===== src/swlm_pkg.sv =====
// Shared types and constants of the sequence window loss meter.
`timescale 1ns / 1ps
package swlm_pkg;

	localparam int MAX_PKTS   = 1024;
	localparam int MAP_ROW_W  = 32;
	localparam int MAP_ROWS   = MAX_PKTS / MAP_ROW_W;
	localparam int MAP_RAW    = $clog2(MAP_ROWS);
	localparam int MAP_BW     = $clog2(MAP_ROW_W);
	localparam int HIST_DEPTH = 64;
	localparam int HIST_AW    = $clog2(HIST_DEPTH);

	localparam int N_W        = 11;
	localparam int SEC_W      = 16;
	localparam int WIN_W      = 7;
	localparam int SERIAL_W   = 31;
	localparam int PCT_W      = 7;
	localparam int CFG_IDX_W  = 2;
	localparam int CFG_DATA_W = 16;

	localparam logic [PCT_W-1:0] PCT_FULL = 7'd100;

	typedef enum logic [1:0] {
		CMD_PKT    = 2'd0,
		CMD_TICK   = 2'd1,
		CMD_RECENT = 2'd2,
		CMD_AVG    = 2'd3
	} cmd_t;

	typedef enum logic [CFG_IDX_W-1:0] {
		CFG_PKTS_PER_PERIOD = 2'd0,
		CFG_PERIOD_SECONDS  = 2'd1,
		CFG_WINDOW_PERIODS  = 2'd2
	} cfg_idx_t;

	typedef enum logic [3:0] {
		S_IDLE,
		S_PKT_CHECK,
		S_PKT_FIRST,
		S_PKT_MAP,
		S_PKT_MARK,
		S_TICK,
		S_WIN_INIT,
		S_WIN_SUM,
		S_AVG,
		S_CMP,
		S_X100A,
		S_X100B,
		S_DIV,
		S_OUT
	} state_t;

endpackage


===== src/swlm_ifs.sv =====
// Request and result channel interfaces of the loss meter.
`timescale 1ns / 1ps
interface swlm_req_if;
	logic                               valid;
	logic                               ready;
	swlm_pkg::cmd_t                     command;
	logic [swlm_pkg::SERIAL_W-1:0]      serial;

	modport source(output valid, command, serial, input ready);
	modport sink(input valid, command, serial, output ready);
endinterface

interface swlm_res_if;
	logic                               valid;
	logic                               ready;
	logic [swlm_pkg::PCT_W-1:0]         loss_percent;
	logic                               is_average;

	modport source(output valid, loss_percent, is_average, input ready);
	modport sink(input valid, loss_percent, is_average, output ready);
endinterface


===== src/sequence_window_loss_meter_unit.sv =====
// Top level of the sequence window loss meter: sequencer, shared datapath and memories.
//
// Usage: requests arrive on req (command, serial); command 0 reports a packet,
// 1 a one-second tick, 2 asks for the loss over the last window_periods periods,
// 3 for the loss over all periods. Commands 2 and 3 return one result on res
// (loss_percent, is_average); commands 0 and 1 return nothing.
// Configuration is written through cfg_we / cfg_index / cfg_data while idle.
// One request is worked at a time; req.ready is high only in the idle state.
// Packets that open a new period also form that period's first serial; a packet whose
// serial falls in the open period is also marked in the bitmap.
// The recent query's work grows with the number of window periods.
// Queries loop one 56-bit add/subtract unit: two adds for the x100 scaling and a
// seven-step restoring division; the recent query first reads the loss ring one
// entry a cycle. A single 33x11 multiplier forms period totals and first serials.
// The result lands in an output register, so a new request is taken while it
// waits; a query finishing while that register is still full holds until res.ready.
// Reset clears the received bitmap through its row valid bits at once; no
// clearing pass is needed. Configuration returns to 1024 / 1 / 4.
module sequence_window_loss_meter_unit (
	input  logic                                 clk,
	input  logic                                 arst_n,
	input  logic                                 cfg_we,
	input  logic [swlm_pkg::CFG_IDX_W-1:0]       cfg_index,
	input  logic [swlm_pkg::CFG_DATA_W-1:0]      cfg_data,
	swlm_req_if.sink                             req,
	swlm_res_if.source                           res
);
	import swlm_pkg::*;

	// configuration
	logic [N_W-1:0]   ppp_q;
	logic [SEC_W-1:0] psec_q;
	logic [WIN_W-1:0] wper_q;

	// control
	state_t state_q, state_d;

	// block state
	logic                started_q;
	logic [SEC_W-1:0]    elapsed_q;
	logic [31:0]         pc_q;
	logic [31:0]         pfs_q;
	logic [N_W-1:0]      rd_q;
	logic [N_W-1:0]      arr_q;
	logic [47:0]         all_sum_q;
	logic [MAP_ROWS-1:0] row_vld_q;

	// request and work registers
	cmd_t                cmd_q;
	logic [SERIAL_W-1:0] serial_q;
	logic [9:0]          off_q;
	logic [WIN_W-1:0]    idx_q;
	logic                pend_q;
	logic [16:0]         acc_q;
	logic [48:0]         num_q;
	logic [43:0]         den_q;
	logic [55:0]         rem_q;
	logic [2:0]          step_q;
	logic [PCT_W-1:0]    pct_q;

	// result register
	logic                out_vld_q;
	logic [PCT_W-1:0]    out_pct_q;
	logic                out_avg_q;

	// memories
	logic [MAP_ROW_W-1:0] map_mem [MAP_ROWS];
	logic [MAP_ROW_W-1:0] map_rdata_q;
	logic [MAP_RAW-1:0]   map_raddr;
	logic [N_W-1:0]       ring_mem [HIST_DEPTH];
	logic [N_W-1:0]       ring_rdata_q;
	logic [HIST_AW-1:0]   ring_raddr;

	// shared units
	logic [32:0] mul_a;
	logic [10:0] mul_b;
	logic [43:0] mul_p;
	logic [55:0] au_a, au_b;
	logic        au_sub;
	logic [56:0] au_sum;
	logic        au_carry;

	// derived values
	logic [N_W-1:0]      eff_n;
	logic [N_W-1:0]      open_loss;
	logic [SEC_W-1:0]    ps_eff;
	logic [WIN_W-1:0]    k_eff;
	logic [32:0]         exists;
	logic                close_now;
	logic                arr_ok;
	logic [32:0]         ser_ext, pfs_ext, diff;
	logic                in_range;
	logic [MAP_ROW_W-1:0] row_word;
	logic                bit_new;
	logic                win_ok;
	logic                idx_live;
	logic                sum_done;
	logic                out_free;
	logic [55:0]         den_sh;

	always_comb begin
		if (ppp_q == '0) begin
			eff_n = N_W'(1);
		end else if (ppp_q > N_W'(MAX_PKTS)) begin
			eff_n = N_W'(MAX_PKTS);
		end else begin
			eff_n = ppp_q;
		end
	end

	assign open_loss = (rd_q >= eff_n) ? '0 : eff_n - rd_q;
	assign ps_eff    = (psec_q == '0) ? SEC_W'(1) : psec_q;
	assign k_eff     = (wper_q > WIN_W'(HIST_DEPTH)) ? WIN_W'(HIST_DEPTH) : wper_q;
	assign exists    = started_q ? {1'b0, pc_q} + 33'd1 : '0;
	assign close_now = elapsed_q >= ps_eff;
	assign arr_ok    = arr_q < eff_n;
	assign ser_ext   = {2'b0, serial_q};
	assign pfs_ext   = {1'b0, pfs_q};
	assign diff      = ser_ext - pfs_ext;
	assign in_range  = (ser_ext >= pfs_ext) && (diff < {22'b0, eff_n});
	assign row_word  = row_vld_q[off_q[9:5]] ? map_rdata_q : '0;
	assign bit_new   = !row_word[off_q[4:0]];
	assign win_ok    = (k_eff != '0) && (exists >= {26'b0, k_eff});
	assign idx_live  = idx_q < k_eff;
	assign sum_done  = !idx_live && !pend_q;
	assign out_free  = !out_vld_q || res.ready;
	assign den_sh    = {12'b0, den_q} << step_q;

	assign mul_p    = mul_a * mul_b;
	assign au_sum   = {1'b0, au_a} + {1'b0, (au_sub ? ~au_b : au_b)} + 57'(au_sub);
	assign au_carry = au_sum[56];

	// next state
	always_comb begin
		state_d = state_q;
		unique case (state_q)
			S_IDLE: begin
				if (req.valid) begin
					unique case (req.command)
						CMD_PKT:    state_d = S_PKT_CHECK;
						CMD_TICK:   state_d = S_TICK;
						CMD_RECENT: state_d = S_WIN_INIT;
						CMD_AVG:    state_d = S_AVG;
					endcase
				end
			end
			S_PKT_CHECK: state_d = close_now ? S_PKT_FIRST : S_PKT_MAP;
			S_PKT_FIRST: state_d = S_PKT_MAP;
			S_PKT_MAP:   state_d = (arr_ok && in_range) ? S_PKT_MARK : S_IDLE;
			S_PKT_MARK:  state_d = S_IDLE;
			S_TICK:      state_d = S_IDLE;
			S_WIN_INIT:  state_d = win_ok ? S_WIN_SUM : S_OUT;
			S_WIN_SUM:   state_d = sum_done ? S_CMP : S_WIN_SUM;
			S_AVG:       state_d = started_q ? S_CMP : S_OUT;
			S_CMP:       state_d = au_carry ? S_OUT : S_X100A;
			S_X100A:     state_d = S_X100B;
			S_X100B:     state_d = S_DIV;
			S_DIV:       state_d = (step_q == '0) ? S_OUT : S_DIV;
			S_OUT:       state_d = out_free ? S_IDLE : S_OUT;
			default:     state_d = S_IDLE;
		endcase
	end

	// unit operands and handshake
	always_comb begin
		req.ready  = 1'b0;
		mul_a      = '0;
		mul_b      = eff_n;
		au_a       = '0;
		au_b       = '0;
		au_sub     = 1'b0;
		map_raddr  = diff[9:5];
		ring_raddr = pc_q[HIST_AW-1:0] - idx_q[HIST_AW-1:0];
		unique case (state_q)
			S_IDLE:      req.ready = 1'b1;
			S_PKT_FIRST: mul_a = {1'b0, pc_q};
			S_WIN_INIT:  mul_a = {26'b0, k_eff};
			S_AVG:       mul_a = {1'b0, pc_q} + 33'd1;
			S_CMP: begin
				au_a   = {7'b0, num_q};
				au_b   = {12'b0, den_q};
				au_sub = 1'b1;
			end
			S_X100A: begin
				au_a = {1'b0, num_q, 6'b0};
				au_b = {2'b0, num_q, 5'b0};
			end
			S_X100B: begin
				au_a = rem_q;
				au_b = {5'b0, num_q, 2'b0};
			end
			S_DIV: begin
				au_a   = rem_q;
				au_b   = den_sh;
				au_sub = 1'b1;
			end
			default: ;
		endcase
	end

	always_ff @(posedge clk or negedge arst_n) begin
		if (!arst_n) begin
			ppp_q  <= N_W'(MAX_PKTS);
			psec_q <= SEC_W'(1);
			wper_q <= WIN_W'(4);
		end else if (cfg_we) begin
			unique case (cfg_index)
				CFG_PKTS_PER_PERIOD: ppp_q  <= cfg_data[N_W-1:0];
				CFG_PERIOD_SECONDS:  psec_q <= cfg_data[SEC_W-1:0];
				CFG_WINDOW_PERIODS:  wper_q <= cfg_data[WIN_W-1:0];
				default: ;
			endcase
		end
	end

	always_ff @(posedge clk or negedge arst_n) begin
		if (!arst_n) begin
			state_q   <= S_IDLE;
			started_q <= 1'b0;
			elapsed_q <= '0;
			pc_q      <= '0;
			pfs_q     <= '0;
			rd_q      <= '0;
			arr_q     <= '0;
			all_sum_q <= '0;
			row_vld_q <= '0;
			out_vld_q <= 1'b0;
		end else begin
			state_q <= state_d;
			if (state_q == S_OUT && out_free) begin
				out_vld_q <= 1'b1;
			end else if (res.ready) begin
				out_vld_q <= 1'b0;
			end
			unique case (state_q)
				S_PKT_CHECK: begin
					started_q <= 1'b1;
					if (close_now) begin
						all_sum_q <= all_sum_q + 48'(open_loss);
						pc_q      <= pc_q + 32'd1;
						row_vld_q <= '0;
						rd_q      <= '0;
						arr_q     <= '0;
						elapsed_q <= '0;
					end
				end
				S_PKT_FIRST: pfs_q <= (mul_p[43:32] != '0) ? '1 : mul_p[31:0];
				S_PKT_MAP: begin
					if (arr_ok) begin
						arr_q <= arr_q + N_W'(1);
					end
				end
				S_PKT_MARK: begin
					if (bit_new) begin
						row_vld_q[off_q[9:5]] <= 1'b1;
						rd_q <= rd_q + N_W'(1);
					end
				end
				S_TICK: begin
					if (started_q && elapsed_q != '1) begin
						elapsed_q <= elapsed_q + SEC_W'(1);
					end
				end
				default: ;
			endcase
		end
	end

	// payload and work registers
	always_ff @(posedge clk) begin
		unique case (state_q)
			S_IDLE: begin
				cmd_q    <= req.command;
				serial_q <= req.serial;
			end
			S_PKT_MAP:  off_q <= diff[9:0];
			S_WIN_INIT: begin
				den_q  <= mul_p;
				idx_q  <= WIN_W'(1);
				pend_q <= 1'b0;
				acc_q  <= '0;
				pct_q  <= '0;
			end
			S_WIN_SUM: begin
				if (idx_live) begin
					idx_q <= idx_q + WIN_W'(1);
				end
				pend_q <= idx_live;
				if (pend_q) begin
					acc_q <= acc_q + 17'(ring_rdata_q);
				end
				num_q <= 49'(acc_q) + 49'(open_loss);
			end
			S_AVG: begin
				den_q <= mul_p;
				num_q <= 49'(all_sum_q) + 49'(open_loss);
				pct_q <= '0;
			end
			S_CMP:   pct_q <= au_carry ? PCT_FULL : '0;
			S_X100A: rem_q <= au_sum[55:0];
			S_X100B: begin
				rem_q  <= au_sum[55:0];
				step_q <= 3'd6;
			end
			S_DIV: begin
				if (au_carry) begin
					rem_q         <= au_sum[55:0];
					pct_q[step_q] <= 1'b1;
				end
				step_q <= step_q - 3'd1;
			end
			S_OUT: begin
				if (out_free) begin
					out_pct_q <= pct_q;
					out_avg_q <= (cmd_q == CMD_AVG);
				end
			end
			default: ;
		endcase
	end

	// received bitmap rows
	always_ff @(posedge clk) begin
		map_rdata_q <= map_mem[map_raddr];
		if (state_q == S_PKT_MARK && bit_new) begin
			map_mem[off_q[9:5]] <= row_word | (MAP_ROW_W'(1) << off_q[4:0]);
		end
	end

	// closed period loss ring
	always_ff @(posedge clk) begin
		ring_rdata_q <= ring_mem[ring_raddr];
		if (state_q == S_PKT_CHECK && close_now) begin
			ring_mem[pc_q[HIST_AW-1:0]] <= open_loss;
		end
	end

	assign res.valid        = out_vld_q;
	assign res.loss_percent = out_pct_q;
	assign res.is_average   = out_avg_q;

	a_distinct_le_arrivals: assert property (@(posedge clk) disable iff (!arst_n)
		rd_q <= arr_q)
		else $error("distinct count exceeds arrivals");

	a_result_from_out: assert property (@(posedge clk) disable iff (!arst_n)
		$rose(out_vld_q) |-> $past(state_q == S_OUT))
		else $error("result raised outside output state");

	a_pct_bound: assert property (@(posedge clk) disable iff (!arst_n)
		out_vld_q |-> out_pct_q <= PCT_FULL)
		else $error("loss percent above 100");

	a_close_clears_clock: assert property (@(posedge clk) disable iff (!arst_n)
		pc_q != $past(pc_q) |-> (elapsed_q == '0 && rd_q == '0 && row_vld_q == '0))
		else $error("period change did not restart period state");

	a_div_bound: assert property (@(posedge clk) disable iff (!arst_n)
		state_q == S_DIV |-> rem_q < ({12'b0, den_q} << 7))
		else $error("division remainder out of range");

endmodule

===== src/flat_wrapper.sv =====
// flat-port wrapper written by rule: the top's interface ports become plain ports
module sequence_window_loss_meter_unit_flat import swlm_pkg::*;
  (clk, arst_n, cfg_we, cfg_index, cfg_data, req_valid, req_command, req_serial, req_ready, res_valid, res_loss_percent, res_is_average, res_ready);
  swlm_req_if req_i ();
  swlm_res_if res_i ();
  input  logic clk;
  input  logic arst_n;
  input  logic cfg_we;
  input  logic [swlm_pkg::CFG_IDX_W-1:0] cfg_index;
  input  logic [swlm_pkg::CFG_DATA_W-1:0] cfg_data;
  input wire logic [$bits(req_i.valid)-1:0] req_valid;
  input wire logic [$bits(req_i.command)-1:0] req_command;
  input wire logic [$bits(req_i.serial)-1:0] req_serial;
  output wire logic [$bits(req_i.ready)-1:0] req_ready;
  output wire logic [$bits(res_i.valid)-1:0] res_valid;
  output wire logic [$bits(res_i.loss_percent)-1:0] res_loss_percent;
  output wire logic [$bits(res_i.is_average)-1:0] res_is_average;
  input wire logic [$bits(res_i.ready)-1:0] res_ready;
  assign req_i.valid = req_valid;
  assign req_i.command = req_command;
  assign req_i.serial = req_serial;
  assign req_ready = req_i.ready;
  assign res_valid = res_i.valid;
  assign res_loss_percent = res_i.loss_percent;
  assign res_is_average = res_i.is_average;
  assign res_i.ready = res_ready;
  sequence_window_loss_meter_unit u_core (.clk(clk), .arst_n(arst_n), .cfg_we(cfg_we), .cfg_index(cfg_index), .cfg_data(cfg_data), .req(req_i), .res(res_i));
endmodule

===== config.mk =====
export PLATFORM = sky130hd
export DESIGN_NAME = sequence_window_loss_meter_unit_flat
export DESIGN_NICKNAME = d
export VERILOG_FILES = /design/src/swlm_pkg.sv /design/src/swlm_ifs.sv /design/src/sequence_window_loss_meter_unit.sv /design/src/flat_wrapper.sv
export SDC_FILE = /design/constraint.sdc
export NUM_CORES = 2
export LEC_CHECK = 0
export ABC_CLOCK_PERIOD_IN_PS = 17420
export BUFFER_PORTS_ARGS = -buffer_cell sky130_fd_sc_hd__buf_2
export CAP_MARGIN = 20
export CORE_MARGIN = 2
export CORE_UTILIZATION = 55
export CTS_BUF_LIST = sky130_fd_sc_hd__clkbuf_8
export CTS_CLUSTER_SIZE = 25
export DETAILED_ROUTE_END_ITERATION = 8
export GPL_TIMING_DRIVEN = 0
export HOLD_SLACK_MARGIN = 0.08
export PLACE_DENSITY = 0.69
export SLEW_MARGIN = 30
export SYNTH_ARGS = -nofsm -noshare
export SYNTH_HDL_FRONTEND = slang
export SYNTH_SLANG_ARGS = --single-unit
export TNS_END_PERCENT = 50

===== constraint.sdc =====
create_clock -name clk -period 17.42 [get_ports clk]
set_clock_uncertainty 0.05 [all_clocks]
set_input_delay 3.484 -clock clk [delete_from_list [all_inputs] [get_ports clk]]
set_output_delay 3.484 -clock clk [all_outputs]
set_load 0.01 [all_outputs]

==> impl_metrics.yaml <==
status:
  status: "finished clean"
detailed_routing:
  drt_iter0_drc: 7661
  vias: 69600
  ant_nets: 0
  highest_layer: "met4"
  wl_per_cell_um: 28.2
  dr.pass1.iters: 9
  remaining_drc_errors: 0
  wl_met1_mm: 120
  dr_wl_met3_mm: 25.7
  wl_met2_mm: 147
  via_per_inst: 6.32
  wl_mm: 311
die:
  dieHeight_um: 452
  ios: 66
  core-area_mm2: 0.199
  start_util_pct: 55.3
  die-area_mm2: 0.204
  die_x_um: 452
  num_rows: 164
global_routing:
  grt_pass1_vias: 69500
  grt_max_degree: 82
  grt_first_pass_wirelength_mm: 456
  grt-ovfl-total: 0
  antenna_found_initial: 7
  grt_usage_pct: 30.5
cells_and_area:
  nets: 8688
  synthToLayoutAreaGrowth_pct: 13.3
  fillerInstances: 14500
  drive_gt1_share_pct: 20.1
pwr:
  leakage_uw: 0.0459
  irDropWorstVdd_v: 0.000284
  combPwrFrac_pct: 47.3
  p_per_area_mw_per_mm2: 173
  p_clk_share_pct: 20.1
  p_int_uw: 13500
  seq_power_share_pct: 32.6
  power.switching_uw: 8090
  p_sw_share_pct: 37.5
critical_path:
  cp.arrival_ns: 11.86
  start_kind: "flip-flop"
  cpPeakStageDelay_ns: 0.84
  slowest_stage: "a2111oi_0"
  cp.required_ns: 18.23
  crit_path_max_fanout: 10
  path_class: "flip-flop to flip-flop"
  cp-end-kind: "flip-flop"
place:
  post-place-ws_ns: 6.56
  place_hpwl_mm: 228
  gp_congestion: 0.986
  io_buffers: 65
synth:
  synth_edf_count: 1963
  yosysWarnings: 0
  syn_area_per_cell_um2: 14.9
  ys_seq_area_share_pct: 59.3
  syn_inst: 7420
  syn_area_mm2: 0.110
  synth.ff_latch_count: 2228
  ys.flop_type: "edfxtp_1"
  yosysUniqueCellTypes: 101
  synthTopCellsByArea: "edfxtp_1 (53%), mux4_2 (12%), fa_1 (5.2%)"
  synth_nets: 8038
  synth_top_cell_area_share_pct: 53.4
  ys_async_sr_fraction_pct: 9.96
  yosys.area.top_type: "edfxtp_1"
sta:
  slew_headroom_pct: 29.3
  maxSlewViolCount: 0
  tightest_slew_ns: 1.06
  tns_ns: 0
  layout_setup_ws_ns: 6.37
  setup_viol: 0
  period_share_pct: 63.4
  rsz0062_at_grt: "false"
  final.min_clock_period_ns: 11.05
  fmax_ghz: 0.0905
  hold_viol_final: 0
worst_hold_path:
  hp-class: "flip-flop to flip-flop"
clock_network:
  cts_resized: 0
  post-cts-setup-buffers: 0
  clockRootBuffer: "clkbuf_8"
  numCtsBuffers: 375
  cts_buffer_depth: 4
  path_clk_slew_ns: 0.09
  htreeDepth: 5
  cts_hold_buf: 0
  cts_tree: "yes"
  clk_latency_ns: 1.14
  cts_sinks: 2228
job:
  cap_viol_max_count: 0
[layout by cell type, fill, tap and decap left out, types with 41 or more instances in the layout]
| master | instances |
|---|---|
| edfxtp_1 | 1963 |
| inv_1 | 596 |
| mux4_2 | 582 |
| nand2_1 | 559 |
| clkbuf_8 | 400 |
| nor2_1 | 322 |
| clkbuf_1 | 289 |
| fa_1 | 285 |
| ha_1 | 277 |
| a21oi_1 | 275 |
| o21ai_0 | 220 |
| dfrtp_1 | 219 |
| buf_2 | 183 |
| xnor2_1 | 173 |
| xor2_1 | 97 |
| nand3_1 | 95 |
| clkinv_1 | 88 |
| buf_16 | 83 |
| mux2i_1 | 82 |
| and2_1 | 81 |
| a21o_1 | 80 |
| mux2_2 | 77 |
| nor3_1 | 76 |
| o21a_1 | 64 |
| nand4_1 | 56 |
| o22ai_1 | 47 |
| nor2b_1 | 45 |
| a222oi_1 | 45 |
| a22oi_1 | 44 |
| and3_1 | 43 |
| dfxtp_1 | 43 |
| clkinv_2 | 41 |
[power by group through the flow]
stage                     Sequential, uW  Combinational, uW  Clock (uW)
final                               7040              10200        4340
after global routing                7050              10800        4630
after CTS                           7030              10200        4410
after detailed placement            7140              10100           0
after global placement              7240               9610           0
after floorplan                     7080               6740           0
[synth_stat cells (95+ instances only)]
master    instances
inv_1           482
clkbuf_1        304
fa_1            285
o21ai_0         238
edfxtp_1       1963
nor2_1          387
xnor2_1         176
dfrtp_1         219
mux4_2          582
xor2_1           99
nand3_1          95
a21oi_1         275
nand2_1         561
ha_1            277
[state kept, by name, summed over array words and instances (netlist names), 10 cells and up]
| signal | flops |
|---|---|
| u_core.ppp_q | 11 |
| u_core.elapsed_q | 16 |
| u_core.rem_q | 56 |
| u_core.ring_mem | 704 |
| u_core.map_rdata_q | 32 |
| u_core.rd_q | 11 |
| u_core.row_vld_q | 32 |
| u_core.ring_rdata_q | 11 |
| u_core.map_mem | 1024 |
| u_core.psec_q | 16 |
| u_core.pc_q | 32 |
| u_core.serial_q | 31 |
| u_core.den_q | 44 |
| u_core.arr_q | 11 |
| u_core.all_sum_q | 48 |
| u_core.off_q | 10 |
| u_core.num_q | 49 |
| u_core.pfs_q | 32 |
| u_core.acc_q | 17 |
[final cells by class]
type / instances / area [um2] / share of cell area [%]
diodes: 11 / 27.5 / 0.0220
plain buffers: 416 / 1700 / 1.36
clock buffers: 400 / 5510 / 4.41
clock inverters: 262 / 1330 / 1.07
inverters: 485 / 1820 / 1.46
multi-input cells: 4291 / 42300 / 33.8
flip-flops and latches: 2228 / 65400 / 52.3
well taps: 2656 / 3320 / 2.66
repair buffers: 273 / 3590 / 2.87
[worst paths after layout]
kind	from	end	slack (ns)	cells past startpoint
max in group asynchronous	arst_n	u_core.pc_q[7]$_DFFE_PN0P_	13.58	4
max	u_core.state_q[2]$_DFFE_PN0P_	u_core.pfs_q[27]$_DFFE_PN0N_	6.37	31
min in group asynchronous	arst_n	u_core.res.valid$_DFFE_PN0P_	2.26	1
min reg2reg	u_core.pct_q[4]$_DFFE_PP_	u_core.res.loss_percent[4]$_DFFE_PP_	0.41	0
max reg2reg	u_core.state_q[2]$_DFFE_PN0P_	u_core.pfs_q[27]$_DFFE_PN0N_	6.37	31
min	u_core.pct_q[4]$_DFFE_PP_	u_core.res.loss_percent[4]$_DFFE_PP_	0.41	0
[through the flow]
step           total power [uW]  util (%)  cells  cell area (um2)  hold slack [ns]
2_1_floorplan             13800         -   7420           110000            0.371
3_3_place_gp              16800      57.1  10100           114000            0.399
3_5_place_dp              17300      59.2  10300           118000            0.402
4_1_cts                   21600      62.6  11000           125000            0.415
5_1_grt                   22500      62.6  11000           125000            0.435
6_report                  21600      62.6  11000           125000            0.414
[metal layers]
layer  track usage [%]  vias up
met5                 0        -
met4              15.8        0
met3              5.80      835
met2              48.5     3520
met1              40.4    35600
li1                  -    29700
[kinds of logic (layout without fill, tap and decap cells)]
group / after synthesis / after routing / share of synthesized area, %
flip-flops: 2228 / 2228 / 59.3
AND/OR/NAND/NOR: 1566 / 1566 / 6.70
AO/OA/AOI/OAI: 1147 / 1147 / 6.96
buffers and inverters: 901 / 1836 / 3.16
multiplexers: 741 / 741 / 13.4
adder cells (fa/ha/maj): 562 / 562 / 8.32
XOR/XNOR: 275 / 275 / 2.18
other: 0 / 11 / 0
[critical path: cells and delay by family (launching register included)]
family / cells / cell delay, ns
compound gates: 7 / 2.66
flops: 1 / 0.48
simple gates: 7 / 1.57
fa+ha+maj: 6 / 2.78
xor+xnor: 1 / 0.14
buf+inv: 10 / 3.15
(Power assumes the default switching activity.)
